## config.mk

```make
export PLATFORM = sky130hd
export DESIGN_NAME = epfw_ram
export DESIGN_NICKNAME = d
export VERILOG_FILES = /design/src/rtl/epfw_ram.sv
export SDC_FILE = /design/constraint.sdc
export NUM_CORES = 1
export LEC_CHECK = 0
export BUFFER_PORTS_ARGS = -buffer_cell sky130_fd_sc_hd__buf_2
export CAP_MARGIN = 15
export CORE_MARGIN = 4
export CORE_UTILIZATION = 45
export DETAILED_ROUTE_END_ITERATION = 6
export PLACE_DENSITY = 0.71
export SYNTH_ARGS = -nofsm -noshare
export SYNTH_HDL_FRONTEND = slang
export SYNTH_SLANG_ARGS = --single-unit
```

## constraint.sdc

```tcl
create_clock -name i_clk -period 1.89 [get_ports i_clk]
set_clock_uncertainty 0.1 [all_clocks]
set_input_delay 0.0945 -clock i_clk [delete_from_list [all_inputs] [get_ports i_clk]]
set_output_delay 0.0945 -clock i_clk [all_outputs]
set_load 0.02 [all_outputs]
```

## src/rtl/epfw_ram.sv

```systemverilog
// Generic single-port RAM with registered read.
module epfw_ram #(
    parameter int WIDTH = 8,
    parameter int DEPTH = 16
) (
    input  logic                     i_clk,
    input  logic                     i_we,
    input  logic                     i_re,
    input  logic [$clog2(DEPTH)-1:0] i_addr,
    input  logic [WIDTH-1:0]         i_wdata,
    output logic [WIDTH-1:0]         o_rdata
);
    logic [WIDTH-1:0] r_mem [DEPTH];
    logic [WIDTH-1:0] r_rdata;

    always_ff @(posedge i_clk) begin
        if (i_we) begin
            r_mem[i_addr] <= i_wdata;
        end
        if (i_re) begin
            r_rdata <= r_mem[i_addr];
        end
    end

    assign o_rdata = r_rdata;
endmodule

```

== After elaboration in Yosys (flattened, before gate mapping) ==
Memory sizes are Yosys's and may differ from the RTL's. A register that Yosys moved wholly into a read port is not among the register bits.
Cells that the tools add are included.

* Bits in writable memories: 128
* Logic and storage cells: 3
* Flip-flop bits (word level): 0
* Memories kept: 1
* Output and inout bits: 8

* Multiplexer cells: 2

{| class="wikitable"
|+ Memory list
! name !! words !! width !! rd ports !! clocked after memory_dff !! wr ports !! line !! text
|-
| r_mem || 16 || 8 || 1 || 1 || 1 || 13 || <nowiki>logic [WIDTH-1:0] r_mem [DEPTH];</nowiki>
|}

{| class="wikitable"
|+ Operators by type and width
! cell !! number
|-
| 1-bit two-way mux || 2
|}

== Depth between registers and ports, before layout ==
* Word-level depth: 2
* Mapped depth: 5
* Gate-level depth less buffers: 3

== Worst setup path after synthesis ==
Ideal clock, no wire load.

* Kind: input port to flip-flop
* From: input i_addr[2]
* To: memory r_mem[0][0] (enable)
* Arrival time: 1.204 ns
* Path slack: 0.202 ns
* Stages on the path: 2
* Path buffers: 0
* Cell sequence: or3b_2 > nor3_1

{| class="wikitable"
|+ RTL lines
! what !! line !! text
|-
| start: declaration || 9 || <nowiki>input logic [$clog2(DEPTH)-1:0] i_addr,</nowiki>
|-
| end: declaration || 13 ||
|}

No word-level cell before the write port.

==> flow_summary.json <==
{
  "grt_pass1_vias": 2701,
  "critPathLaunchType": "register",
  "ys_top_cells_by_area": "edfxtp_1, mux4_2, a22oi_1, nor2_1, nand2_1",
  "fmax_mhz": 635.2,
  "ant_nets": 0,
  "route.detailed.drc": 0,
  "grt_antenna_before_repair": 0,
  "final_net_count": 307,
  "rrSetupSlack_ps": 320,
  "grt_pass1_wl_um": 15100,
  "synth_seq_cells": 136,
  "endpoint": "o_rdata[0]",
  "required_ps": 1950,
  "num_io_pins": 23,
  "fp.coreArea_sq_um": 11030,
  "slew_headroom_pct": 61.25,
  "arrival_ps": 1640,
  "crit_fanout": 1,
  "power_density_nw_per_um2": 1134,
  "p_leak_uw": 0.002095,
  "start_util_pct": 46.67,
  "final_cell_area_sq_um": 6270,
  "dieArea_sq_um": 13210,
  "synth_top_area_share_pct": 79.34,
  "insertion_delay_ps": 420,
  "ys_warn_count": 0,
  "syn_inst": 230,
  "die_w_um": 115.0,
  "final_cell_mix": "edfxtp_1, mux4_2, buf_2, buf_4, clkbuf_16",
  "routed_wl_um": 9292,
  "cts_buffers": 17,
  "grt_max_degree": 25,
  "period_share_pct": 83.29,
  "maxCapViolations": 0,
  "grt_usage_pct": 15.81,
  "rr_worst_depth": 3,
  "worst_pin_slew_ps": 580.0,
  "drt-initial-drc-count": 171,
  "clk_pin_slew_worst_paths_ps": 60,
  "synth_seq_area_share_pct": 79.34,
  "gp_congestion": 0.7230,
  "rows": 38,
  "fin_crit_ps": 1574,
  "portBuffers": 22,
  "firstDrtPassIters": 4,
  "area_growth_pct": 21.80,
  "final_hold_viol_count": 0,
  "maxSlewViolCount": 0,
  "wl_per_cell_um": 20.88,
  "overflow": 0,
  "via_count": 2425,
  "n_antenna_cell": 0,
  "r2r_start": "r_mem[3][0]",
  "dp_hpwl_um": 6336,
  "critPathKind": "reg2reg",
  "postSynthAreaPerCell_sq_um": 22.38,
  "hp-class": "in2reg",
  "setup_violations": 0,
  "placed_cell_area_sq_um": 5570,
  "cts_tree": "yes",
  "drive_gt1_share_pct": 35.08,
  "via_per_inst": 5.449,
  "rsz0062_at_grt": "false",
  "cp-startpoint": "r_mem[3][0]",
  "synth.distinct_cells": 17,
  "power_uw": 7112,
  "htreeDepth": 4,
  "syn-num-nets": 245,
  "status": "finished clean",
  "yosysTopAreaCell": "edfxtp_1",
  "peakVddDrop_v": 0.0007459,
  "critPathCaptureType": "register",
  "syn_area_sq_um": 5147,
  "fin_tns_setup_ps": 0,
  "reg2reg_to": "o_rdata[0]",
  "cts_sinks": 136,
  "cts_buffer_depth": 2,
  "cts_root_buf": "clkbuf_16",
  "die_h_um": 115.0,
  "layout_commonest_cell": "edfxtp_1"
}
cells by family after synthesis:
family,share of synthesized area [%]
flip-flops,79.34
multiplexers,14.00
AND/OR/NAND/NOR,3.160
AO/OA/AOI/OAI,2.334
buffers and inverters,1.167
worst max-delay path: stages, from the launching register on:
cell and delay, ps:
edfxtp_1 380, mux4_2 470, a22oi_1 290, nand2_1 90
metrics by stage:
step | setup slack, ps | hold WS, ps | instances | utilization [%]
after detailed placement | 35.44 | 378.1 | 404 | 50.50
final | 315.8 | 122.0 | 445 | 56.84
after floorplan | 202.5 | 93.37 | 230 | -
after global placement | 69.94 | 369.0 | 404 | 50.50
after CTS | 298.4 | 105.3 | 445 | 56.84
after global routing | 225.2 | 117.5 | 445 | 56.84
how the worst min path moves through the flow:
| stage | start | to | slack, ps | cells after the start |
|---|---|---|---|---|
| 3_5_place_dp | i_re | o_rdata[7] | 380 | 1 |
| 4_1_cts | i_we | r_mem[15][1] | 110 | 3 |
| 6_report | i_we | r_mem[15][1] | 120 | 3 |
| 3_3_place_gp | i_re | o_rdata[4] | 370 | 1 |
| 2_1_floorplan | i_wdata[0] | r_mem[0][0] | 90 | 0 |
| 5_1_grt | i_we | r_mem[15][5] | 120 | 3 |
cell type report:
cell class              instances  area [sq um]
flip-flops and latches        136          4084
well taps                     140         175.2
clock inverters                15         183.9
multi-input cells              83          1003
fillers                       812          4761
repair buffers                 54         397.9
clock buffers                  17         425.4
registers in the layout, summed over array words and instances, names as in the netlist:
signal   flops
r_mem      128
o_rdata      8
power by group:
group          leakage (uW)  internal [uW]  switching, uW  total, uW
registers           0.00124           3400           18.0       3420
logic              0.000563            150            193        343
clock network      0.000295           2180           1170       3350
total               0.00209           5730           1380       7110
metal layers:
metal	global-route usage [%]	part of all wire [%]	vias up
met3	4.632	4.5	14
met2	25.81	51	57
met5	0	0	-
li1	-	-	1093
met1	20.01	43	1261
met4	6.416	1.6	0
cell usage after synthesis, drive strengths merged:
master  count
nor2       13
clkbuf      3
nand2b      2
buf         8
and2        1
mux4       32
nor2b       2
a22oi      16
or3b        1
edfxtp    136
nand3       1
nor3        4
nand2       9
nand3b      2
what timing repair did:
action	in CTS	in global routing
resized for setup	0	0
endpoints found under the hold margin	136	0
hold buffers	9	0
setup buffers	0	0
Note: power is estimated with default switching activity, not from simulation.
